<file path="src/design/pmp_region_table_top_assert.svh">
// ----------------------------------------------------------------------------
// PMP region table assertion macros
// Concurrent assertion wrappers; define NO_ASSERTIONS to compile them out.
// ----------------------------------------------------------------------------
`ifndef PMP_REGION_TABLE_TOP_ASSERT_SVH
`define PMP_REGION_TABLE_TOP_ASSERT_SVH

`ifndef NO_ASSERTIONS

// checked only while out of reset
`define PRT_ASSERT(label, prop, msg) \
  label: assert property (@(posedge clk) disable iff (!rst_n) prop) else $error(msg);

// checked on every edge, reset included
`define PRT_ASSERT_ALWAYS(label, prop, msg) \
  label: assert property (@(posedge clk) prop) else $error(msg);

`else

`define PRT_ASSERT(label, prop, msg)

`define PRT_ASSERT_ALWAYS(label, prop, msg)

`endif

`endif

</file>
<file path="src/design/pmp_rt_pkg.sv">
// ----------------------------------------------------------------------------
// PMP region table package
// Table size, request/mode/status codes and config byte layout.
// ----------------------------------------------------------------------------
package pmp_rt_pkg;

  localparam int unsigned REGIONS = 4;
  localparam int unsigned RIDX_W  = (REGIONS > 1) ? $clog2(REGIONS) : 1;

  // request codes
  localparam logic [1:0] REQ_SET     = 2'd0;
  localparam logic [1:0] REQ_GET     = 2'd1;
  localparam logic [1:0] REQ_DISABLE = 2'd2;
  localparam logic [1:0] REQ_CLEAR   = 2'd3;

  // requested mode codes
  localparam logic [2:0] MODE_OFF   = 3'd0;
  localparam logic [2:0] MODE_TOR   = 3'd1;
  localparam logic [2:0] MODE_NA4   = 3'd2;
  localparam logic [2:0] MODE_NAPOT = 3'd3;
  localparam logic [2:0] MODE_AUTO  = 3'd4;

  // A field of the config byte
  localparam logic [1:0] A_OFF   = 2'd0;
  localparam logic [1:0] A_TOR   = 2'd1;
  localparam logic [1:0] A_NA4   = 2'd2;
  localparam logic [1:0] A_NAPOT = 2'd3;

  // status codes
  localparam logic [2:0] ST_OK     = 3'd0;
  localparam logic [2:0] ST_REGION = 3'd1;
  localparam logic [2:0] ST_LOCKED = 3'd2;
  localparam logic [2:0] ST_LEN    = 3'd3;
  localparam logic [2:0] ST_ALIGN  = 3'd4;

  // config byte bit positions
  localparam int unsigned CFG_R_BIT = 0;
  localparam int unsigned CFG_W_BIT = 1;
  localparam int unsigned CFG_X_BIT = 2;
  localparam int unsigned CFG_A_LSB = 3;
  localparam int unsigned CFG_L_BIT = 7;

  localparam logic [31:0] ALL_ONES  = 32'hFFFF_FFFF;
  localparam logic [31:0] NAPOT_MIN = 32'd8;

  typedef struct packed {
    logic [1:0]  req_type;
    logic [3:0]  region;
    logic [31:0] base_addr;
    logic [31:0] length;
    logic [2:0]  mode;
    logic        rd_perm;
    logic        wr_perm;
    logic        exec_allow;
    logic        lock_req;
  } req_t;

endpackage

</file>
<file path="src/design/pmp_region_table_top.sv">
// ----------------------------------------------------------------------------
// PMP region table
// Holds the PMP config bytes and address words; encodes set requests and
// decodes get requests, one request per cycle while the result side does not stall.
// ----------------------------------------------------------------------------
// Takes one request beat per clock while not stalled and returns one result beat per request.
// A request is captured in an input register; decode, checks and encode run
// in one pass of logic from there into the result register, which drives the
// result beat. The table is updated on the same edge the result is loaded,
// so requests take effect in order. The input side stays open while a
// finished result waits, as long as the input register can move on; a
// stalled result holds at most one more request in the input register.

`include "pmp_region_table_top_assert.svh"

module pmp_region_table_top (
  input  logic        clk,
  input  logic        rst_n,
  // request channel
  input  logic        in_valid,
  output logic        in_stall,
  input  logic [1:0]  in_req_type,
  input  logic [3:0]  in_region,
  input  logic [31:0] in_base_addr,
  input  logic [31:0] in_length,
  input  logic [2:0]  in_mode,
  input  logic        in_rd_perm,
  input  logic        in_wr_perm,
  input  logic        in_exec_allow,
  input  logic        in_lock_req,
  // result channel
  output logic        out_valid,
  input  logic        out_stall,
  output logic [2:0]  out_status,
  output logic [31:0] out_start,
  output logic [31:0] out_length,
  output logic [1:0]  out_mode,
  output logic        out_read,
  output logic        out_write,
  output logic        out_exec,
  output logic        out_lock
);

  localparam int unsigned NREG = pmp_rt_pkg::REGIONS;
  localparam int unsigned IW   = pmp_rt_pkg::RIDX_W;

  // ---------------- handshake ----------------
  logic              item_valid_r;
  pmp_rt_pkg::req_t  item_r;
  logic              out_valid_r;
  logic              out_free;
  logic              advance;
  logic              in_take;

  assign out_free = !out_valid_r || !out_stall;
  assign advance  = item_valid_r && out_free;
  assign in_stall = item_valid_r && !out_free;
  assign in_take  = in_valid && !in_stall;

  always_ff @(posedge clk) begin
    if (!rst_n) begin
      item_valid_r <= 1'b0;
      out_valid_r  <= 1'b0;
    end else begin
      if (in_take) begin
        item_valid_r <= 1'b1;
      end else if (advance) begin
        item_valid_r <= 1'b0;
      end
      if (advance) begin
        out_valid_r <= 1'b1;
      end else if (!out_stall) begin
        out_valid_r <= 1'b0;
      end
    end
  end

  always_ff @(posedge clk) begin
    if (in_take) begin
      item_r.req_type   <= in_req_type;
      item_r.region     <= in_region;
      item_r.base_addr  <= in_base_addr;
      item_r.length     <= in_length;
      item_r.mode       <= in_mode;
      item_r.rd_perm    <= in_rd_perm;
      item_r.wr_perm    <= in_wr_perm;
      item_r.exec_allow <= in_exec_allow;
      item_r.lock_req   <= in_lock_req;
    end
  end

  // ---------------- table ----------------
  logic [7:0]  cfg_r    [NREG];
  logic [31:0] addr_r   [NREG];
  logic [7:0]  cfg_nxt  [NREG];
  logic [31:0] addr_nxt [NREG];
  logic [31:0] prev_word [NREG];

  // TOR bottom of each entry is the word of the entry below it
  always_comb begin
    prev_word[0] = '0;
    for (int i = 1; i < NREG; i++) begin
      prev_word[i] = addr_r[i-1];
    end
  end

  logic [IW-1:0] ridx;
  logic          bad_region;
  logic [7:0]    cur_cfg;
  logic [31:0]   cur_word;
  logic [31:0]   cur_prev;
  logic          cur_lock;

  assign ridx       = item_r.region[IW-1:0];
  assign bad_region = {1'b0, item_r.region} >= 5'(NREG);
  assign cur_cfg    = cfg_r[ridx];
  assign cur_word   = addr_r[ridx];
  assign cur_prev   = prev_word[ridx];
  assign cur_lock   = cur_cfg[pmp_rt_pkg::CFG_L_BIT];

  // ---------------- set: mode resolve and encode ----------------
  logic [31:0] len_m1;
  logic        len_pow2;
  logic        word_al;
  logic        len_al;
  logic [2:0]  eff_mode;

  assign len_m1   = item_r.length - 32'd1;
  assign len_pow2 = (item_r.length & len_m1) == '0;
  assign word_al  = item_r.base_addr[1:0] == 2'b00;
  assign len_al   = (item_r.base_addr & len_m1) == '0;

  always_comb begin
    eff_mode = item_r.mode;
    if (item_r.mode == pmp_rt_pkg::MODE_AUTO) begin
      if (item_r.length == '0) begin
        eff_mode = pmp_rt_pkg::MODE_OFF;
      end else if (item_r.length == 32'd4 && word_al) begin
        eff_mode = pmp_rt_pkg::MODE_NA4;
      end else if (item_r.length >= pmp_rt_pkg::NAPOT_MIN && len_pow2 && len_al) begin
        eff_mode = pmp_rt_pkg::MODE_NAPOT;
      end else begin
        eff_mode = pmp_rt_pkg::MODE_TOR;
      end
    end
  end

  logic [2:0]  status;
  logic        set_we;
  logic        clr_one;
  logic        clr_all;
  logic [1:0]  set_a;
  logic [31:0] set_word;
  logic [31:0] tor_top;
  logic [7:0]  set_cfg;

  assign tor_top = item_r.base_addr + item_r.length;

  always_comb begin
    status   = pmp_rt_pkg::ST_OK;
    set_we   = 1'b0;
    clr_one  = 1'b0;
    clr_all  = 1'b0;
    set_a    = pmp_rt_pkg::A_OFF;
    set_word = '0;
    case (item_r.req_type)
      pmp_rt_pkg::REQ_CLEAR: begin
        clr_all = 1'b1;
      end
      default: begin
        if (bad_region) begin
          status = pmp_rt_pkg::ST_REGION;
        end else begin
          case (item_r.req_type)
            pmp_rt_pkg::REQ_SET: begin
              if (cur_lock) begin
                status = pmp_rt_pkg::ST_LOCKED;
              end else begin
                case (eff_mode)
                  pmp_rt_pkg::MODE_OFF: begin
                    set_we = 1'b1;
                  end
                  pmp_rt_pkg::MODE_TOR: begin
                    if (!word_al) begin
                      status = pmp_rt_pkg::ST_ALIGN;
                    end else begin
                      set_we   = 1'b1;
                      set_a    = pmp_rt_pkg::A_TOR;
                      set_word = tor_top >> 2;
                    end
                  end
                  pmp_rt_pkg::MODE_NA4: begin
                    if (!word_al) begin
                      status = pmp_rt_pkg::ST_ALIGN;
                    end else begin
                      set_we   = 1'b1;
                      set_a    = pmp_rt_pkg::A_NA4;
                      set_word = item_r.base_addr >> 2;
                    end
                  end
                  pmp_rt_pkg::MODE_NAPOT: begin
                    if (item_r.length < pmp_rt_pkg::NAPOT_MIN || !len_pow2) begin
                      status = pmp_rt_pkg::ST_LEN;
                    end else if (!len_al) begin
                      status = pmp_rt_pkg::ST_ALIGN;
                    end else begin
                      set_we   = 1'b1;
                      set_a    = pmp_rt_pkg::A_NAPOT;
                      set_word = (item_r.base_addr >> 2) | (len_m1 >> 3);
                    end
                  end
                  default: begin
                    status = pmp_rt_pkg::ST_REGION;
                  end
                endcase
              end
            end
            pmp_rt_pkg::REQ_GET: begin
              status = pmp_rt_pkg::ST_OK;
            end
            default: begin
              if (cur_lock) begin
                status = pmp_rt_pkg::ST_LOCKED;
              end else begin
                clr_one = 1'b1;
              end
            end
          endcase
        end
      end
    endcase
  end

  assign set_cfg = {item_r.lock_req, 2'b00, set_a,
                    item_r.exec_allow, item_r.wr_perm, item_r.rd_perm};

  always_comb begin
    for (int i = 0; i < NREG; i++) begin
      cfg_nxt[i]  = cfg_r[i];
      addr_nxt[i] = addr_r[i];
      if (advance) begin
        if (clr_all && !cfg_r[i][pmp_rt_pkg::CFG_L_BIT]) begin
          cfg_nxt[i]  = '0;
          addr_nxt[i] = '0;
        end
        if (IW'(i) == ridx && clr_one) begin
          cfg_nxt[i]  = '0;
          addr_nxt[i] = '0;
        end
        if (IW'(i) == ridx && set_we) begin
          cfg_nxt[i]  = set_cfg;
          addr_nxt[i] = set_word;
        end
      end
    end
  end

  always_ff @(posedge clk) begin
    if (!rst_n) begin
      for (int i = 0; i < NREG; i++) begin
        cfg_r[i]  <= '0;
        addr_r[i] <= '0;
      end
    end else begin
      for (int i = 0; i < NREG; i++) begin
        cfg_r[i]  <= cfg_nxt[i];
        addr_r[i] <= addr_nxt[i];
      end
    end
  end

  // ---------------- get: decode ----------------
  logic [1:0]  get_a;
  logic [31:0] tor_hi;
  logic [31:0] tor_lo;
  logic [31:0] w_inc;
  logic [31:0] ones_clr;
  logic [31:0] low_zero;
  logic [31:0] get_start;
  logic [31:0] get_len;
  logic        is_get;

  assign get_a  = cur_cfg[pmp_rt_pkg::CFG_A_LSB +: 2];
  assign tor_hi = {cur_word[29:0], 2'b00};
  assign tor_lo = {cur_prev[29:0], 2'b00};
  // w & (w+1) clears the trailing ones; ~w & (w+1) marks the first zero
  assign w_inc    = cur_word + 32'd1;
  assign ones_clr = cur_word & w_inc;
  assign low_zero = ~cur_word & w_inc;
  assign is_get   = item_r.req_type == pmp_rt_pkg::REQ_GET && !bad_region;

  always_comb begin
    get_start = '0;
    get_len   = '0;
    case (get_a)
      pmp_rt_pkg::A_TOR: begin
        get_start = tor_lo;
        get_len   = (tor_hi >= tor_lo) ? (tor_hi - tor_lo) : '0;
      end
      pmp_rt_pkg::A_NA4: begin
        get_start = tor_hi;
        get_len   = 32'd4;
      end
      pmp_rt_pkg::A_NAPOT: begin
        get_start = {ones_clr[29:0], 2'b00};
        get_len   = (&cur_word[28:0]) ? pmp_rt_pkg::ALL_ONES : {low_zero[28:0], 3'b000};
      end
      default: begin
        get_start = '0;
        get_len   = '0;
      end
    endcase
  end

  // ---------------- result register ----------------
  logic [2:0]  out_status_r;
  logic [31:0] out_start_r;
  logic [31:0] out_length_r;
  logic [1:0]  out_mode_r;
  logic        out_read_r;
  logic        out_write_r;
  logic        out_exec_r;
  logic        out_lock_r;

  always_ff @(posedge clk) begin
    if (advance) begin
      out_status_r <= status;
      out_start_r  <= is_get ? get_start : '0;
      out_length_r <= is_get ? get_len : '0;
      out_mode_r   <= is_get ? get_a : pmp_rt_pkg::A_OFF;
      out_read_r   <= is_get && cur_cfg[pmp_rt_pkg::CFG_R_BIT];
      out_write_r  <= is_get && cur_cfg[pmp_rt_pkg::CFG_W_BIT];
      out_exec_r   <= is_get && cur_cfg[pmp_rt_pkg::CFG_X_BIT];
      out_lock_r   <= is_get && cur_cfg[pmp_rt_pkg::CFG_L_BIT];
    end
  end

  assign out_valid  = out_valid_r;
  assign out_status = out_status_r;
  assign out_start  = out_start_r;
  assign out_length = out_length_r;
  assign out_mode   = out_mode_r;
  assign out_read   = out_read_r;
  assign out_write  = out_write_r;
  assign out_exec   = out_exec_r;
  assign out_lock   = out_lock_r;

  // ---------------- assertions ----------------
  for (genvar gi = 0; gi < NREG; gi++) begin : g_lock_chk
    `PRT_ASSERT(a_locked_entry_holds,
      cfg_r[gi][pmp_rt_pkg::CFG_L_BIT] |=>
        (cfg_r[gi] == $past(cfg_r[gi]) && addr_r[gi] == $past(addr_r[gi])),
      "locked PMP entry changed")
  end

  `PRT_ASSERT(a_fail_zero_fields,
    (out_valid_r && out_status_r != pmp_rt_pkg::ST_OK) |->
      (out_start_r == '0 && out_length_r == '0 &&
       out_mode_r == pmp_rt_pkg::A_OFF && !out_lock_r),
    "failed request returned decoded fields")

  `PRT_ASSERT(a_na4_len,
    (out_valid_r && out_mode_r == pmp_rt_pkg::A_NA4) |-> out_length_r == 32'd4,
    "NA4 decode length is not four")

  `PRT_ASSERT(a_item_kept,
    (item_valid_r && !advance) |=> item_valid_r,
    "held request dropped from input register")

endmodule

</file>
<file path="config.mk">
export PLATFORM = sky130hd
export DESIGN_NAME = pmp_region_table_top
export DESIGN_NICKNAME = d
export VERILOG_FILES = /design/src/design/pmp_rt_pkg.sv /design/src/design/pmp_region_table_top.sv
export VERILOG_INCLUDE_DIRS = /design/src /design/src/design
export SDC_FILE = /design/constraint.sdc
export NUM_CORES = 1
export LEC_CHECK = 0
export BUFFER_PORTS_ARGS = -buffer_cell sky130_fd_sc_hd__buf_4
export CAP_MARGIN = 20
export CORE_MARGIN = 2
export CORE_UTILIZATION = 48
export DETAILED_ROUTE_END_ITERATION = 6
export GPL_TIMING_DRIVEN = 0
export HOLD_SLACK_MARGIN = 0.1
export PLACE_DENSITY_LB_ADDON = 0.15
export SLEW_MARGIN = 30
export SYNTH_ARGS = -nofsm -noshare
export SYNTH_HDL_FRONTEND = slang
export SYNTH_SLANG_ARGS = --single-unit
</file>
<file path="constraint.sdc">
create_clock -name clk -period 4.8 [get_ports clk]
set_input_delay 0.24 -clock clk [delete_from_list [all_inputs] [get_ports clk]]
set_output_delay 0.24 -clock clk [all_outputs]
set_load 0.01 [all_outputs]
</file>
==> reports/metrics.yaml, run 1 <==
run_status:
  status: "completed"
setup_path:
  critPathLaunchType: "flop"
  reg2reg_to: "addr_r[0][27]"
  worstSetupPathType: "reg -> reg"
  rrSetupSlack_ns: 0.05
  crit_arrival_ns: 5.19
  r2r_start: "item_r[10]"
  crit_fanout: 10
  worstRegToRegCells: 22
  cp_data_required_time_ns: 5.24
  worstSetupStartpoint: "item_r[10]"
  worstSetupEndpointType: "flop"
clock_tree:
  htree_levels: 2
  clk_latency_ns: 0.55
  cts.sinks: 295
  cts.clk_slew.worst_paths_ns: 0.06
  cts_buffer_depth: 3
  cts_tree: "done"
  cts_made_buffers: 35
  clockRootBuffer: "clkbuf_16"
timing:
  finalHoldViolations: 0
  setup_viol: 0
  finalCritPeriodShare_pct: 98.9
  worst_slew_pin_slew_ns: 0.912
  setup_slack_ns: 0.0522
  slew_viol_final: 0
  rsz0062_at_grt: "true"
  skew_ns: 0.0162
  maxSlewHeadroom_pct: 39.2
  fmax_ghz: 0.211
  fin_tns_setup_ns: 0
  period_minus_slack_ns: 4.75
yosys:
  syn_inst: 1672
  synth_seq_area_share_pct: 43.9
  synth_cell_types: 97
  syn_area_per_cell_sq_um: 10.5
  syn_area_sq_um: 17500
  yosysWarnings: 0
  synth_ff_type: "edfxtp_1"
  synth-async-reset-ratio_pct: 0
  synth-edff-count: 177
  ys_ff_latch: 295
place:
  port_buffers: 152
  dpl.hpwl_mm: 43.7
  gp_congestion: 0.959
  dp_slack_ns: -1.62
global_route:
  antenna_found_initial: 0
  grt_max_degree: 59
  grt_pass1_wl_mm: 87.8
  grt_pass1_vias: 14900
  gr-usage-all-layers_pct: 30.1
  grt-ovfl-total: 0
routing:
  routed_wl_mm: 57.8
  wl_per_cell_um: 23.4
  drt_iter0_markers: 1282
  drc: 0
  vias_per_cell: 6.15
  first_pass_iters: 5
  vias: 15200
  ant_nets: 0
floorplan:
  core_sq_um: 35700
  die_h_um: 195
  initial_utilization_pct: 48.9
  io_pins: 156
  num_rows: 69
  die_w_um: 195
  dieArea_sq_um: 37900
min_path:
  min_path_cells: 3
  hold_class: "in -> reg"
  hp-start: "rst_n"
  min_to: "cfg_r[0][0]"
power_and_ir_drop:
  power_density_nw_per_um2: 295
  peakVddDrop_uv: 260
  power.leakage_uw: 0.00828
cells_and_area:
  nNetsFinal: 2157
  syn2layout_area_growth_pct: 25.1
  n_antenna_cell: 0
  drive_gt1_share_pct: 22.9
flow_run:
  drv_cap: 0
-- layer usage --
metal / vias to the layer above / track usage (%) / share of wire (%)
li1: 7122 / - / -
met1: 7280 / 37.6 / 41
met2: 625 / 51.1 / 48
met3: 160 / 4.15 / 5.6
met4: 0 / 15.7 / 5.9
met5: - / 0 / 0
-- power by group --
group          leakage (uW)  internal [uW]  switching [uW]
Combinational       0.00509            421             542
Sequential          0.00263           2770            65.2
Clock              0.000554           1580            1070
-- how the worst max path moves through the flow --
| stage | end | slack [ns] |
|---|---|---|
| finish | addr_r[0][27] | 0.05 |
| global route | addr_r[3][3] | -0.04 |
| CTS | out_length[7] | -0.01 |
| detailed placement | out_length[7] | -1.62 |
| global placement | out_length[7] | -1.61 |
| floorplan | addr_r[3][0] | 0.20 |
-- cells by family (layout without fill, tap and decap cells) --
kind of cell / after synthesis / count (layout) / share of synthesized area, %
compound gates: 498 / 498 / 20.8
xor+xnor: 49 / 49 / 2.46
fa+ha+maj: 93 / 93 / 6.70
buf+inv: 153 / 489 / 4.24
flops: 295 / 295 / 43.9
mux: 72 / 72 / 6.80
other cells: 1 / 2 / 0.0215
simple gates: 511 / 511 / 15.0
-- layout by cell type, fill, tap and decap left out, types with 32 or more instances in the layout --
cell type,instances
buf_4,204
edfxtp_1,177
nor2_1,137
dfxtp_1,117
a22o_1,110
nand2_1,108
ha_1,90
dlygate4sd3_1,80
a21oi_1,74
inv_1,56
o21ai_0,50
nor3_1,41
a31oi_1,38
clkbuf_16,38
clkbuf_1,36
mux2_2,34
nand3_1,34
mux4_2,34
a22oi_1,32
-- per-stage QoR --
stage	cells	util [%]	hold slack [ns]	area (sq um)	total power, uW
3_5_place_dp	2288	53.9	0.419	19300	3740
6_report	2470	61.2	0.301	21900	6450
5_1_grt	2470	61.2	0.338	21900	6660
3_3_place_gp	2286	53.7	0.418	19200	3740
2_1_floorplan	1673	-	0.339	17500	3430
4_1_cts	2455	60.2	0.236	21500	6440
-- critical path, cell delays in order (launching register included) --
cell      delay [ns]
edfxtp_1        0.45
nor3_4          0.20
and2_1          0.17
nand4b_1        0.18
nor2_4          0.19
nand2_2         0.09
nor3_2          0.20
inv_1           0.08
or3_4           0.33
or3_4           0.38
ha_4            0.29
o22ai_1         0.06
nor4_1          0.26
nand4_1         0.16
buf_6           0.18
nor2_4          0.12
buf_6           0.15
o211ai_1        0.10
or2_4           0.31
and3_4          0.20
buf_6           0.15
buf_6           0.15
a22o_1          0.22
-- synth_stat cells, types with 30 or more instances --
cell type / n / share of area [%]
a21oi_1: 75 / 2.1
a22o_1: 110 / 5.5
a22oi_1: 34 / 1.5
a31oi_1: 38 / 1.4
clkbuf_1: 42 / 0.90
dfxtp_1: 118 / 14
edfxtp_1: 177 / 30
ha_1: 92 / 6.6
inv_1: 59 / 1.3
mux2_2: 34 / 2.2
mux4_2: 34 / 4.4
nand2_1: 111 / 2.4
nand3_1: 34 / 0.97
nor2_1: 141 / 3.0
nor3_1: 46 / 1.3
o21ai_0: 58 / 1.7
xnor2_1: 30 / 1.5
-- flip-flops by register name (all words and copies together), names as in the netlist, named ones only --
signal / count
out_read: 1
cfg_r: 24
out_mode: 2
item_valid_r: 1
out_write: 1
out_length: 31
item_r: 77
out_start: 30
addr_r: 120
out_valid: 1
out_lock: 1
out_exec: 1
out_status: 3
-- final cells by class --
| class | instances | area, sq um |
|---|---|---|
| inverter | 61 | 248 |
| clock buffer | 54 | 1060 |
| timing repair inverter | 2 | 11.3 |
| clock inverter | 9 | 75.1 |
| tap | 461 | 577 |
| timing repair buffer | 278 | 2340 |
| buffer | 85 | 543 |
| fill | 3041 | 13900 |
| multi-input combinational | 1225 | 9330 |
| sequential | 295 | 7680 |
-- timing repair --
action                                 in CTS  in global routing
gates resized for setup                    39                 70
cloned                                      1                  2
hold buffers                               80                  0
setup buffers                              27                 16
setup endpoints to repair                 206                180
pin swaps                                   9                 15
endpoints found under the hold margin      81                  0
No activity file was read; power rests on OpenSTA's default activity.
==> run 2: changes to the inputs <==
Clock period 4.8 ns to 4.3 ns, I/O delays scaled along.
==> reports/metrics.yaml, run 2 (same netlist as run 1, synthesis figures left out) <==
run_status:
  status: "finished, violations left"
  violations: "setup timing"
setup_path:
  path_delay_family: "simple AND/OR/NAND/NOR gates"
  crit_slowest_cell: "edfxtp_1"
  cp_num_buf_inv: 5
  worstSetupPathType: "reg -> reg"
  rrSetupSlack_ns: -0.34
  cpPeakStageDelay_ns: 0.44
  path_cells: "nor3_4 -> and2_4 -> nand4b_1 -> nor2_4 -> nand2_2 -> nor3_4 -> inv_1 -> or3_4 -> or3_4 -> ha_4 -> o22ai_2 -> nor4_2 -> nand4_1 -> buf_6 -> nor2_4 -> buf_6 -> o211ai_1 -> or2_4 -> and3_4 -> buf_12 -> buf_8 -> a22o_1"
  crit_fanout: 5
  crit_arrival_ns: 5.13
  critPathLaunchType: "flop"
  worstSetupEndpointType: "flop"
  cp_data_required_time_ns: 4.78
clock_tree:
  cts_tree: "done"
  cts.sinks: 295
  clk_latency_ns: 0.60
  cts_made_buffers: 31
  cts_buffer_depth: 3
  clockRootBuffer: "clkbuf_16"
  htree_levels: 1
  cts.clk_slew.worst_paths_ns: 0.06
power_and_ir_drop:
  power_density_nw_per_um2: 302
  peakVddDrop_uv: 348
  p_total_uw: 7120
  power.leakage_uw: 0.00895
cells_and_area:
  mostFrequentLayoutCells: "buf_4, edfxtp_1, nor2_1, dfxtp_1, a22o_1"
  drive_gt1_share_pct: 29.1
  final_cells: 2540
  utilization_pct: 65.9
  final_common_cell: "buf_4"
  syn2layout_area_growth_pct: 34.7
  largest-register: "addr_r"
  nNetsFinal: 2228
  n_antenna_cell: 0
  largest_reg_flops: 120
global_route:
  grt_max_degree: 58
  antenna_found_initial: 0
  grt-ovfl-total: 0
  grt_pass1_wl_mm: 93.9
  gr-usage-all-layers_pct: 32.2
  grt_pass1_vias: 16000
floorplan:
  num_rows: 69
  initial_utilization_pct: 48.9
  die_w_um: 195
  io_pins: 156
  die_h_um: 195
  core_sq_um: 35700
  dieArea_sq_um: 37900
routing:
  vias: 15800
  drt_iter0_markers: 1207
  routed_wl_mm: 62.5
  ant_nets: 0
  wl_per_cell_um: 24.6
  drc: 0
  vias_per_cell: 6.24
  first_pass_iters: 5
place:
  gp_congestion: 0.982
  port_buffers: 152
  dpl.hpwl_mm: 43.3
  dp.cells: 2288
timing:
  finalHoldViolations: 0
  worst_slew_pin_slew_ns: 0.975
  fin_tns_setup_ns: -42.58
  maxSlewHeadroom_pct: 33.2
  rsz0062_at_grt: "true"
  period_minus_slack_ns: 4.64
  fmax_ghz: 0.215
  setup_viol: 174
  hold_slack_ns: 0.312
  setup_slack_ns: -0.344
  skew_ns: 0.0201
  slew_viol_final: 0
  finalCritPeriodShare_pct: 108
min_path:
  hold_class: "in -> reg"
flow_run:
  drv_cap: 0
==> run 2: path summary, 6_finish.rpt <==
check	startpoint	to	depth (start not counted)
worst max-delay path	item_r[11]	addr_r[0][1]	22
worst min-delay path	rst_n	cfg_r[0][1]	3
worst max register to register	item_r[11]	addr_r[0][1]	22
worst min register to register	cfg_r[0][4]	cfg_r[0][4]	2
==> run 2: per-stage QoR <==
stage	area [sq um]	setup WS [ns]
2_1_floorplan	17500	0.0353
6_report	23500	-0.344
4_1_cts	22900	-0.200
5_1_grt	23500	-0.555
3_3_place_gp	19200	-2.11
3_5_place_dp	19300	-2.06
==> run 2: cell type report <==
cell class	count	area [sq um]
clock buffers	47	933
plain buffers	83	793
inverters	61	241
flip-flops and latches	295	7680
multi-input cells	1227	9930
repair buffers	352	3220
fillers	2719	12200
repair inverters	3	52.6
clock inverters	11	109
well taps	461	577
==> run 2: where the power goes <==
part | total, uW | internal, uW | leakage [uW] | switching (uW)
combinational | 1220 | 534 | 0.00579 | 682
sequential | 3170 | 3090 | 0.00263 | 77.1
clock | 2730 | 1610 | 0.000524 | 1120
==> run 2: worst register-to-register path: cells and delay by family, from the launching register on <==
kind | cells | cell delay [ns]
and+or+nand+nor | 13 | 2.69
adders and majority gates | 1 | 0.30
buffers and inverters | 5 | 0.67
AOI/OAI and AO/OA | 3 | 0.43
DFF | 1 | 0.44
==> run 2: repair_timing <==
item	4_1_cts	5_1_grt
setup buffers	79	24
pin swaps	101	45
resized for setup	241	104
setup endpoints to repair	207	202
hold endpoints to repair	81	0
hold buffers	80	0
gates cloned	22	1
==> run 2: metal layers <==
| layer | track usage, % | vias up | share of wire (%) |
|---|---|---|---|
| li1 | - | 7267 | - |
| met1 | 37.9 | 7556 | 39 |
| met2 | 55.4 | 786 | 49 |
| met3 | 4.75 | 232 | 5.9 |
| met4 | 19.9 | 0 | 6.9 |
| met5 | 0 | - | 0 |
